[src/hw/rtl/tdw_pkg.sv]
package tdw_pkg;

   // field widths fixed by the interface
   localparam int KEY_W = 23;
   localparam int CNT_IN_W = 4;
   localparam int SD_IN_W = 4;
   localparam int MASK_W = 14;
   localparam int DEPTH_W = 5;

   // walk limits
   localparam int MAX_DIGITS = 14;
   localparam int MAX_START_DEPTH = 15;
   localparam int COUNT_W = $clog2(MAX_DIGITS + 1);

   localparam logic [DEPTH_W-1:0] DEPTH_ONE = DEPTH_W'(1);
   localparam logic [DEPTH_W-1:0] DEPTH_TOP = {DEPTH_W{1'b1}};

   // ternary digit codes
   localparam logic [1:0] DIGIT_NEUTRAL = 2'd0;
   localparam logic [1:0] DIGIT_DOWN = 2'd1;
   localparam logic [1:0] DIGIT_UP = 2'd2;

   // digit split: two digits per stage by exact division by nine
   localparam int SPLIT_PER_STAGE = 2;
   localparam int SPLIT_STAGES = (MAX_DIGITS + SPLIT_PER_STAGE - 1) / SPLIT_PER_STAGE;
   // ceil(2^26 / 9), exact for every 23-bit dividend
   localparam logic [KEY_W-1:0] DIV9_MULT = KEY_W'(7456541);
   localparam int DIV9_SHIFT = 26;

   // depth walk: digits per stage
   localparam int WALK_PER_STAGE = 2;
   localparam int WALK_STAGES = (MAX_DIGITS + WALK_PER_STAGE - 1) / WALK_PER_STAGE;

   typedef logic [MAX_DIGITS-1:0][1:0] digit_vec_type;
   typedef logic [1:0][1:0] digit_pair_type;

   typedef struct packed {
      logic [KEY_W-1:0] key;
      logic [CNT_IN_W-1:0] digit_count;
      logic [SD_IN_W-1:0] start_depth;
   } req_type;

   typedef struct packed {
      logic [MASK_W-1:0] preimage_mask;
      logic [DEPTH_W-1:0] final_depth;
      logic halted;
   } rsp_type;

   typedef struct packed {
      digit_vec_type digits;
      logic [COUNT_W-1:0] count;
      logic [DEPTH_W-1:0] depth;
      logic [MASK_W-1:0] mask;
      logic halted;
   } walk_item_type;

   typedef struct packed {
      logic [KEY_W-1:0] value;
      walk_item_type walk;
   } split_item_type;

   // remainder modulo nine to two ternary digits, low digit in [0]
   function automatic digit_pair_type rem9_digits(input logic [3:0] rem);
      digit_pair_type d;
      case (rem)
         4'd0: d = {DIGIT_NEUTRAL, DIGIT_NEUTRAL};
         4'd1: d = {DIGIT_NEUTRAL, DIGIT_DOWN};
         4'd2: d = {DIGIT_NEUTRAL, DIGIT_UP};
         4'd3: d = {DIGIT_DOWN, DIGIT_NEUTRAL};
         4'd4: d = {DIGIT_DOWN, DIGIT_DOWN};
         4'd5: d = {DIGIT_DOWN, DIGIT_UP};
         4'd6: d = {DIGIT_UP, DIGIT_NEUTRAL};
         4'd7: d = {DIGIT_UP, DIGIT_DOWN};
         4'd8: d = {DIGIT_UP, DIGIT_UP};
         default: d = {DIGIT_NEUTRAL, DIGIT_NEUTRAL};
      endcase
      return d;
   endfunction

endpackage

[src/hw/rtl/tdw_walk.sv]
module tdw_walk (
   input  logic clock,
   input  logic reset,
   input  logic in_valid,
   output logic in_ready,
   input  tdw_pkg::walk_item_type in_item,
   output logic out_valid,
   input  logic out_ready,
   output tdw_pkg::rsp_type out_rsp
);
   import tdw_pkg::*;

   walk_item_type stage_ff [WALK_STAGES];
   logic valid_ff [WALK_STAGES];
   logic stage_ready [WALK_STAGES];

   for (genvar s = 0; s < WALK_STAGES; s++) begin : g_stage
      walk_item_type src;
      logic src_valid;
      logic down_ready;
      walk_item_type step [WALK_PER_STAGE+1];

      if (s == 0) begin : g_first
         assign src = in_item;
         assign src_valid = in_valid;
      end else begin : g_next
         assign src = stage_ff[s-1];
         assign src_valid = valid_ff[s-1];
      end
      if (s == WALK_STAGES - 1) begin : g_last
         assign down_ready = out_ready;
      end else begin : g_mid
         assign down_ready = stage_ready[s+1];
      end

      assign stage_ready[s] = !valid_ff[s] || down_ready;
      assign step[0] = src;

      // most significant digits first, one step per digit
      for (genvar k = 0; k < WALK_PER_STAGE; k++) begin : g_digit
         localparam int P = MAX_DIGITS - 1 - (s * WALK_PER_STAGE + k);
         if (P >= 0) begin : g_used
            localparam int PI = (P >= 0) ? P : 0;
            localparam bit MASK_OK = (P < MASK_W);
            localparam int MP = (P < MASK_W) ? P : 0;
            always_comb begin
               step[k+1] = step[k];
               if (step[k].count > COUNT_W'(PI) && !step[k].halted) begin
                  case (step[k].digits[PI])
                     DIGIT_DOWN: begin
                        if (step[k].depth == DEPTH_ONE) begin
                           step[k+1].halted = 1'b1;
                        end else begin
                           step[k+1].depth = step[k].depth - 1'b1;
                        end
                     end
                     DIGIT_UP: begin
                        if (MASK_OK && step[k].depth == DEPTH_ONE) begin
                           step[k+1].mask[MP] = 1'b1;
                        end
                        if (step[k].depth != DEPTH_TOP) begin
                           step[k+1].depth = step[k].depth + 1'b1;
                        end
                     end
                     default: begin
                     end
                  endcase
               end
            end
         end else begin : g_unused
            assign step[k+1] = step[k];
         end
      end

      always_ff @(posedge clock) begin
         if (reset) begin
            valid_ff[s] <= 1'b0;
         end else if (stage_ready[s]) begin
            valid_ff[s] <= src_valid;
         end
      end

      always_ff @(posedge clock) begin
         if (stage_ready[s] && src_valid) begin
            stage_ff[s] <= step[WALK_PER_STAGE];
         end
      end
   end

   assign in_ready = stage_ready[0];
   assign out_valid = valid_ff[WALK_STAGES-1];
   assign out_rsp.preimage_mask = stage_ff[WALK_STAGES-1].mask;
   assign out_rsp.final_depth = stage_ff[WALK_STAGES-1].depth;
   assign out_rsp.halted = stage_ff[WALK_STAGES-1].halted;

endmodule

[config.mk]
export PLATFORM = sky130hd
export DESIGN_NAME = tdw_walk
export DESIGN_NICKNAME = d
export VERILOG_FILES = /design/src/hw/rtl/tdw_pkg.sv /design/src/hw/rtl/tdw_walk.sv
export SDC_FILE = /design/constraint.sdc
export NUM_CORES = 1
export LEC_CHECK = 0
export ABC_AREA = 1
export BUFFER_PORTS_ARGS = -buffer_cell sky130_fd_sc_hd__buf_2
export CORE_MARGIN = 5
export CORE_UTILIZATION = 62
export DETAILED_ROUTE_END_ITERATION = 6
export GPL_TIMING_DRIVEN = 0
export PLACE_DENSITY = 0.81
export SLEW_MARGIN = 20
export SYNTH_ARGS = -nofsm -noshare
export SYNTH_HDL_FRONTEND = slang
export SYNTH_SLANG_ARGS = --single-unit
[constraint.sdc]
create_clock -name clock -period 3.5 [get_ports clock]
set_clock_uncertainty 0.15 [all_clocks]
set_input_delay 0.35 -clock clock [delete_from_list [all_inputs] [get_ports clock]]
set_output_delay 0.35 -clock clock [all_outputs]
set_load 0.03 [all_outputs]
## Word level (Yosys, flattened, before mapping)

Memories as Yosys holds them, arrays and structs flattened.
Cells that the tools add are included.

- Bits in registers: 0
- Memory bits (writable): 371
- Bits of input ports: 56
- Word-level logic and storage cells: 338
- Memories kept: 2

Memory list:

| memory | words | bits a word | rd ports | clocked after Yosys merged registers in | write ports | line | RTL |
|---|---|---|---|---|---|---|---|
| stage_ff | 7 | 52 | 7 | 0 | 7 | tdw_walk.sv:13 | `walk_item_type stage_ff [WALK_STAGES];` |
| valid_ff | 7 | 1 | 7 | 0 | 7 | tdw_walk.sv:14 | `logic valid_ff [WALK_STAGES];` |

- Add/sub/neg operators: 28
- Magnitude comparators: 14
- Equal/unequal tests: 56
- Multiplexer cells: 182
- Bitwise logic cells: 7
- Reductions and logical operators: 49

Operators by type and width:

| cell | count |
|---|---|
| 2-to-1 mux 5 bit | 41 |
| one-hot mux 5 bit (2 select lines) | 14 |
| 2-to-1 mux 1 bit | 125 |
| adder 5 x 1 -> 5 bit, second input constant | 14 |
| == test 5 x 1 -> 1 bit, second input constant | 14 |
| inequality test 5 bit, second input constant | 14 |
| subtractor 5 x 1 -> 5 bit, second input constant | 14 |
| == test 2 x 1 -> 1 bit, second input constant | 14 |
| == test 2 bit, second input constant | 14 |
| greater-than comparator 4 bit, second input constant | 6 |
| logical AND 1 bit | 21 |
| logical NOT 1 bit | 21 |
| greater-than comparator 4 x 3 -> 1 bit, second input constant | 4 |
| greater-than comparator 4 x 1 -> 1 bit, second input constant | 2 |
| greater-than comparator 4 x 2 -> 1 bit, second input constant | 2 |
| logical OR 1 bit | 7 |
| bitwise OR 1 bit | 7 |
| 2-to-1 mux 6 bit | 1 |
| 2-to-1 mux 2 bit | 1 |

## Longest topological paths before layout

Gate-level depths: netlist of the first run.

- Word-level depth: 12
- Mapped depth: 20

## Least setup slack after synthesis of the first run

Ideal clock, no wire load.

- Path kind: register -> register
- From: memory valid_ff[6]
- To: memory stage_ff[2][0] (netlist bit) (enable)
- Setup time: 0.438 ns
- Data arrival time: 2.728 ns
- Data required time: 2.912 ns
- Path slack: 0.184 ns
- Stages on the path, launching flop included: 10
- Buffers on the path: 0
- Cell sequence: edfxtp_1 -> inv_1 -> nor2_2 -> nand2_1 -> nor2_1 -> inv_1 -> nor2_2 -> nand2_1 -> inv_1 -> nor2_1

RTL lines:

| element | line |
|---|---|
| start, declared | tdw_walk.sv:14 |
| end, declared | tdw_walk.sv:13 |

==> impl_table.tex, run 1 <==
\begin{tabular}{lr}
\hline
Metric & Value \\
\hline
\multicolumn{2}{l}{\textbf{Outcome}} \\
Result of the run & completed \\
\multicolumn{2}{l}{\textbf{Setup path}} \\
Cell family contributing the most delay on the critical path & simple AND/OR/NAND/NOR gates \\
Standard cell with the maximum stage delay on the critical path & sky130\_fd\_sc\_hd\_\_edfxtp\_1 \\
Sort of element at the end of the critical path & register \\
Most common cell on crit path & sky130\_fd\_sc\_hd\_\_nand2\_1 \\
Arrival time reported for the critical path endpoint & 2.99 ns \\
Max Fanout on Critical Path & 8 \\
Reg2reg setup slack & 0.63 ns \\
Highest cell delay on the worst timing path & 0.40 ns \\
Setup crit start kind & register \\
Reg-to-reg critical path startpoint & stage\_ff[3][34] \\
Worst Reg-to-Reg Cells & 16 \\
Required @ worst endpoint & 3.61 ns \\
Buf+Inv Stages, Crit Path & 3 \\
Ordered cell list for the critical path & inv\_1 -> ha\_1 -> nand3b\_2 -> inv\_1 -> nand2\_1 -> nand2\_1 -> nand2\_1 -> inv\_1 -> ha\_1 -> nand3\_1 -> nor2\_2 -> nand2\_1 -> nand2\_1 -> nand2\_1 -> a21oi\_1 -> nor2\_1 \\
Critical path type & register to register \\
Endpoint of the lowest-slack register-to-register path & stage\_ff[4][15] \\
\multicolumn{2}{l}{\textbf{Synthesis}} \\
Top-area cell type share of the netlist area & 0.564 \\
Cells after synthesis & 1423 \\
Share of the synthesized netlist area taken by xor and xnor gates & 0.00451 \\
Simple-gate portion of the synthesized area & 0.257 \\
Fraction of synthesized area in multiplexers & 0 \\
Post-Syn Area per Cell & 9.54 µm² \\
Area fraction in compound gates after synthesis & 0.0442 \\
Number of storage elements in the synthesis netlist & 255 \\
Dominant register cell in the synthesized netlist & sky130\_fd\_sc\_hd\_\_edfxtp\_1 \\
FFs w/ async S/R, synth & 0 \\
Mapped Nets & 1549 \\
Area of the mapped netlist & 13600 µm² \\
Syn. warnings & 0 \\
Largest cells by area after synthesis & sky130\_fd\_sc\_hd\_\_edfxtp\_1 (56\%), sky130\_fd\_sc\_hd\_\_nand2\_1 (10\%), sky130\_fd\_sc\_hd\_\_ha\_1 (6.4\%) \\
Sequential cell area fraction in the yosys report & 0.564 \\
EDFF count, synth & 255 \\
Cell accounting for the most synthesized area & sky130\_fd\_sc\_hd\_\_edfxtp\_1 \\
Unique masters post-synth & 45 \\
Library cell with the highest instance count after synthesis & sky130\_fd\_sc\_hd\_\_nand2\_1 \\
Dominant combinational cell family by area after synthesis & simple AND/OR/NAND/NOR gates \\
Top cell types by occurrence after synthesis & sky130\_fd\_sc\_hd\_\_nand2\_1 (379), sky130\_fd\_sc\_hd\_\_edfxtp\_1 (255), sky130\_fd\_sc\_hd\_\_inv\_1 (208) \\
Adder-cell share of the synthesized area & 0.0645 \\
\multicolumn{2}{l}{\textbf{Power}} \\
Power density over cell area & 433 nW/µm² \\
Leakage power & 6.80 nW \\
Worst vdd ir & 0.471 mV \\
Overall power consumption & 6.81 mW \\
\multicolumn{2}{l}{\textbf{Drt}} \\
Vias/cell & 5.24 \\
Number of design-rule violations left by the first detailed-router iteration & 562 \\
DRC violations left & 0 \\
Met2 routed wirelength & 11900 µm \\
DR top layer & met4 \\
Average routed wire per standard cell & 13.4 µm \\
Count of antenna-violating nets left after detailed routing & 0 \\
Detailed route wirelength on metal3 & 1500 µm \\
Number of search-and-repair iterations in the first detailed-routing pass & 6 \\
Total routed wirelength & 25200 µm \\
Overall via count from detail\_route & 9825 \\
Met1 routed wirelength after detailed routing & 11100 µm \\
\multicolumn{2}{l}{\textbf{Clock network}} \\
Total number of H-tree levels & 1 \\
CTS resizes & 0 \\
Sink Count & 255 \\
Deepest clock path buffer count & 3 \\
Clock tree from TritonCTS & built \\
CTS Root Buffer Type & sky130\_fd\_sc\_hd\_\_clkbuf\_16 \\
Clock network latency to the later pin of the worst-skew pair & 0.52 ns \\
Inserted Clock Buffers & 27 \\
Clock slew at reported path FFs & 0.06 ns \\
\multicolumn{2}{l}{\textbf{Cells and area}} \\
Flip-flop and latch area & 7660 µm² \\
Post-synthesis to final-layout area growth & 15.8\% \\
Post-route standard cell area excluding fillers & 15700 µm² \\
Number of nets in the layout & 1702 \\
Share of cells above drive strength 1 & 0.152 \\
Number of standard cells in the final layout excluding fillers & 1874 \\
Area taken by multi-input logic gates & 5050 µm² \\
Utilization after layout & 0.725 \\
Layout fillers & 1532 \\
Ant. Diodes & 0 \\
\multicolumn{2}{l}{\textbf{Placed design}} \\
Total of buffers placed on input and output ports & 76 \\
Placer congestion estimate & 0.910 \\
Worst setup timing slack at the placement stage & 0.690 ns \\
Cell total after placement & 1784 \\
Cell area after placement & 14400 µm² \\
HPWL after detailed placement & 18400 µm \\
\multicolumn{2}{l}{\textbf{Die}} \\
Total I/O pin count & 78 \\
Floorplan core area & 21700 µm² \\
Die area & 25000 µm² \\
Core Rows & 54 \\
Vert. Die Dim & 158 µm \\
Width of the die & 158 µm \\
Initial cell density of the core & 0.626 \\
\multicolumn{2}{l}{\textbf{STA}} \\
Post-layout min period & 2.87 ns \\
Hold Slack & 0.0398 ns \\
Fmax achieved & 348 MHz \\
Setup total negative slack & 0 ns \\
Max-slew violations & 0 \\
Normalized max-slew margin & 0.310 \\
Slew at the pin closest to its max-slew limit & 1.03 ns \\
Final setup violation count & 0 \\
Final period util & 0.821 \\
Setup ws final & 0.626 ns \\
Final hold violation count & 0 \\
Setup repair after global routing missed its margin & false \\
\multicolumn{2}{l}{\textbf{Flow run}} \\
Max Cap Violations & 0 \\
\multicolumn{2}{l}{\textbf{Global route}} \\
Tot GR Track Use & 0.208 \\
Largest net degree at the start of global routing & 33 \\
Wire length of the first global-routing pass & 42800 µm \\
Vias in the first global route & 9255 \\
Number of antenna violations at the first check in global routing & 0 \\
Overflow after GRT & 0 \\
\multicolumn{2}{l}{\textbf{Hold path}} \\
Hold-critical path depth & 3 \\
Min-Delay Path Class & primary input to register \\
Worst hold path endpoint & valid\_ff[0] \\
Worst Hold Launch & in\_valid \\
\hline
\end{tabular}
## power by group
group          switching (mW)  internal [mW]
logic                   0.344          0.209
clock network            1.10           1.64
registers              0.0459           3.46
total                    1.49           5.31
## worst min-delay path: cells and delay by family
family                 cells  cell delay (ns)
AND/OR/NAND/NOR            2             0.15
buffers and inverters      1             0.07
## logic make-up (layout without fill, tap and decap cells)
kind of cell,count (synthesis),in the layout
simple gates,765,765
xor+xnor,7,7
fa+ha+maj,70,70
buf+inv,228,399
flops,255,255
compound gates,98,98
## final cells by class
type | instances | share of cell area
flip-flops and latches | 255 | 0.487
inverters | 220 | 0.0527
repair buffers | 124 | 0.0583
plain buffers | 8 | 0.00406
clock inverters | 15 | 0.0107
multi-input cells | 940 | 0.321
well taps | 280 | 0.0223
clock buffers | 32 | 0.0442
## state kept, by name (all words and copies together) (netlist names)
| name | count |
|---|---|
| stage_ff | 248 |
| valid_ff | 7 |
## routing by layer
layer / up-vias / global-route usage
li1: 5009 / -
met1: 4450 / 0.290
met2: 314 / 0.348
met3: 52 / 0.0260
met4: 0 / 0.0561
met5: - / 0
## worst max-delay path by stage
stage / slack [ns] / to / from / cells after the start
6_report: 0.63 / stage_ff[4][15] / stage_ff[3][34] / 16
5_1_grt: 0.32 / stage_ff[2][16] / stage_ff[1][43] / 16
2_1_floorplan: 0.18 / stage_ff[2][0] / valid_ff[6] / 9
3_5_place_dp: 0.69 / stage_ff[4][15] / stage_ff[3][34] / 16
3_3_place_gp: -0.43 / stage_ff[2][29] / valid_ff[6] / 9
4_1_cts: 0.64 / in_ready / out_ready / 13
## cell usage in the layout, fill, tap and decap left out, types with 4 or more instances in the layout
cell type	synthesis	routed
sky130_fd_sc_hd__nand2_1	379	379
sky130_fd_sc_hd__nand2_2	24	24
sky130_fd_sc_hd__inv_2	11	14
sky130_fd_sc_hd__clkbuf_1	1	6
sky130_fd_sc_hd__clkbuf_16	0	27
sky130_fd_sc_hd__nor2_4	8	10
sky130_fd_sc_hd__nand4_1	26	26
sky130_fd_sc_hd__xor2_1	5	5
sky130_fd_sc_hd__ha_1	70	70
sky130_fd_sc_hd__nand3_1	124	124
sky130_fd_sc_hd__nand3_2	14	14
sky130_fd_sc_hd__edfxtp_1	255	255
sky130_fd_sc_hd__o21ai_1	12	12
sky130_fd_sc_hd__buf_2	0	76
sky130_fd_sc_hd__nand2_4	5	5
sky130_fd_sc_hd__nor2_1	143	140
sky130_fd_sc_hd__o21ai_0	29	29
sky130_fd_sc_hd__dlygate4sd3_1	0	43
sky130_fd_sc_hd__nor2_2	26	27
sky130_fd_sc_hd__buf_4	5	5
sky130_fd_sc_hd__inv_1	208	205
sky130_fd_sc_hd__a21boi_1	4	4
sky130_fd_sc_hd__o31ai_1	8	8
sky130_fd_sc_hd__a31o_2	7	7
sky130_fd_sc_hd__a21oi_1	24	24
## repair_timing
item / CTS / global route
hold buffers: 43 / 0
setup buffers: 0 / 0
endpoints found under the hold margin: 43 / 0
(Power assumes the default switching activity.)
==> run 2, diff against run 1 <==
Settings changed: CORE_UTILIZATION 62 to 56, PLACE_DENSITY 0.81 to 0.77.
Clock period 3.5 ns to 2.33 ns, I/O delays scaled along.
==> impl_table.tex, run 2 (synthesized netlist as in run 1, its figures left out) <==
\begin{tabular}{lr}
\hline
Metric & Value \\
\hline
\multicolumn{2}{l}{\textbf{Outcome}} \\
Result of the run & finished with violations \\
Violated checks & setup timing \\
\multicolumn{2}{l}{\textbf{Hold path}} \\
Hold-critical path depth & 3 \\
Worst hold path endpoint & valid\_ff[0] \\
Min-Delay Path Class & primary input to register \\
Worst Hold Launch & in\_valid \\
\multicolumn{2}{l}{\textbf{Die}} \\
Width of the die & 166 µm \\
Initial cell density of the core & 0.563 \\
Die area & 27500 µm² \\
Core Rows & 57 \\
Floorplan core area & 24100 µm² \\
Total I/O pin count & 78 \\
Vert. Die Dim & 166 µm \\
\multicolumn{2}{l}{\textbf{STA}} \\
Setup ws final & -0.245 ns \\
Final hold violation count & 0 \\
Setup repair after global routing missed its margin & true \\
Max-slew violations & 0 \\
Post-layout min period & 2.58 ns \\
Normalized max-slew margin & 0.529 \\
Slew at the pin closest to its max-slew limit & 0.705 ns \\
Final period util & 1.11 \\
Final setup violation count & 36 \\
Fmax achieved & 388 MHz \\
Hold Slack & 0.0307 ns \\
Setup total negative slack & -4.68 ns \\
\multicolumn{2}{l}{\textbf{Cells and area}} \\
Commonest non-fill, non-tap cell in the layout & sky130\_fd\_sc\_hd\_\_nand2\_1 \\
Post-route standard cell area excluding fillers & 18500 µm² \\
Utilization after layout & 0.767 \\
Number of standard cells in the final layout excluding fillers & 2076 \\
Share of cells above drive strength 1 & 0.374 \\
Ant. Diodes & 0 \\
Most flop-heavy register & stage\_ff \\
Post-synthesis to final-layout area growth & 36.1\% \\
Number of nets in the layout & 1859 \\
Commonest non-fill, non-tap cells in the layout & sky130\_fd\_sc\_hd\_\_nand2\_1 (311), sky130\_fd\_sc\_hd\_\_edfxtp\_1 (255), sky130\_fd\_sc\_hd\_\_inv\_1 (152) \\
Flip-flop count of the largest register, all copies and words added & 248 \\
Biggest regs & stage\_ff x248, valid\_ff x7 \\
\multicolumn{2}{l}{\textbf{Global route}} \\
Fraction of met2 tracks used by global routing & 0.366 \\
Largest net degree at the start of global routing & 35 \\
Met3 layer usage reported by global route & 0.0315 \\
Tot GR Track Use & 0.208 \\
Vias in the first global route & 10500 \\
Grt met1 use & 0.263 \\
Overflow after GRT & 0 \\
Global-route layer with the greatest usage & met2 \\
Number of antenna violations at the first check in global routing & 0 \\
Wire length of the first global-routing pass & 48800 µm \\
\multicolumn{2}{l}{\textbf{Drt}} \\
DRC violations left & 0 \\
Number of design-rule violations left by the first detailed-router iteration & 941 \\
Total routed wirelength & 32900 µm \\
Average routed wire per standard cell & 15.9 µm \\
Number of search-and-repair iterations in the first detailed-routing pass & 5 \\
Count of antenna-violating nets left after detailed routing & 0 \\
Overall via count from detail\_route & 11100 \\
Vias/cell & 5.37 \\
\multicolumn{2}{l}{\textbf{Clock network}} \\
Sink Count & 255 \\
Inserted Clock Buffers & 27 \\
Clock tree from TritonCTS & built \\
CTS Root Buffer Type & sky130\_fd\_sc\_hd\_\_clkbuf\_16 \\
Clock slew at reported path FFs & 0.06 ns \\
Clock network latency to the later pin of the worst-skew pair & 0.52 ns \\
Total number of H-tree levels & 1 \\
Deepest clock path buffer count & 3 \\
\multicolumn{2}{l}{\textbf{Placed design}} \\
Worst setup timing slack at the placement stage & -0.956 ns \\
HPWL after detailed placement & 18400 µm \\
Cell area after placement & 14500 µm² \\
Cell total after placement & 1827 \\
Total of buffers placed on input and output ports & 76 \\
Placer congestion estimate & 0.901 \\
\multicolumn{2}{l}{\textbf{Setup path}} \\
Sort of element at the end of the critical path & register \\
Worst Reg-to-Reg Cells & 16 \\
Reg2reg setup slack & -0.25 ns \\
Required @ worst endpoint & 2.45 ns \\
Arrival time reported for the critical path endpoint & 2.70 ns \\
Critical path type & register to register \\
Setup crit start kind & register \\
Endpoint of the lowest-slack register-to-register path & stage\_ff[4][15] \\
Reg-to-reg critical path startpoint & stage\_ff[3][15] \\
Max Fanout on Critical Path & 7 \\
\multicolumn{2}{l}{\textbf{Power}} \\
Power density over cell area & 578 nW/µm² \\
Worst vdd ir & 0.642 mV \\
Leakage power & 7.65 nW \\
Overall power consumption & 10.7 mW \\
\multicolumn{2}{l}{\textbf{Flow run}} \\
Max Cap Violations & 0 \\
\hline
\end{tabular}
==> run 2: where the power goes <==
group          switching (mW)  total (mW)  internal, mW
Clock                    1.69        4.23          2.54
Combinational           0.692        1.18         0.484
Sequential             0.0750        5.28          5.20
Total                    2.46        10.7          8.23
==> run 2: routing by layer <==
| metal | wire length [µm] | up-vias | part of all wire |
|---|---|---|---|
| met2 | 16700 | 461 | 0.51 |
| met3 | 2050 | 112 | 0.062 |
| met1 | 13000 | 5212 | 0.39 |
| li1 | - | 5358 | - |
| met5 | 0 | - | 0 |
| met4 | 1220 | 0 | 0.037 |
==> run 2: what timing repair did <==
item                                   4_1_cts  5_1_grt
gates resized for setup                    176      212
hold buffers                                44        0
buffers inserted                           112       48
endpoints found under the hold margin       47        0
setup endpoints to repair                   88      125
pin swaps                                   98      126
gates cloned                                 3        0
==> run 2: worst max path at each step <==
stage | start | end | slack (ns)
6_report | stage_ff[3][15] | stage_ff[4][15] | -0.25
3_5_place_dp | valid_ff[6] | stage_ff[0][3] | -0.96
4_1_cts | stage_ff[3][16] | stage_ff[4][15] | -0.15
5_1_grt | stage_ff[3][15] | stage_ff[4][15] | -0.36
2_1_floorplan | valid_ff[6] | stage_ff[0][0] | -0.58
3_3_place_gp | valid_ff[6] | stage_ff[0][3] | -0.77
==> run 2: critical path, stage by stage, from the launching register on <==
cell and delay, ns:
sky130_fd_sc_hd__edfxtp_1 0.53, sky130_fd_sc_hd__ha_4 0.22, sky130_fd_sc_hd__inv_2 0.06, sky130_fd_sc_hd__nor2_4 0.04, sky130_fd_sc_hd__buf_4 0.14, sky130_fd_sc_hd__buf_4 0.12, sky130_fd_sc_hd__buf_4 0.13, sky130_fd_sc_hd__a21oi_4 0.12
sky130_fd_sc_hd__nand3_1 0.10, sky130_fd_sc_hd__nand3_2 0.09, sky130_fd_sc_hd__nand2_4 0.09, sky130_fd_sc_hd__nor2_4 0.15, sky130_fd_sc_hd__nand2_2 0.07, sky130_fd_sc_hd__nand2_1 0.06, sky130_fd_sc_hd__nand2_1 0.06, sky130_fd_sc_hd__a21oi_1 0.13
sky130_fd_sc_hd__nor2_1 0.06
==> run 2: cell type report <==
| cell class | instances | area (µm²) |
|---|---|---|
| Buffer | 8 | 63.8 |
| Clock buffer | 29 | 683 |
| Clock inverter | 19 | 188 |
| Fill cell | 1446 | 5620 |
| Inverter | 220 | 871 |
| Multi-Input combinational cell | 940 | 6440 |
| Sequential cell | 255 | 7660 |
| Tap cell | 324 | 405 |
| Timing Repair Buffer | 278 | 2150 |
| Timing Repair inverter | 3 | 22.5 |
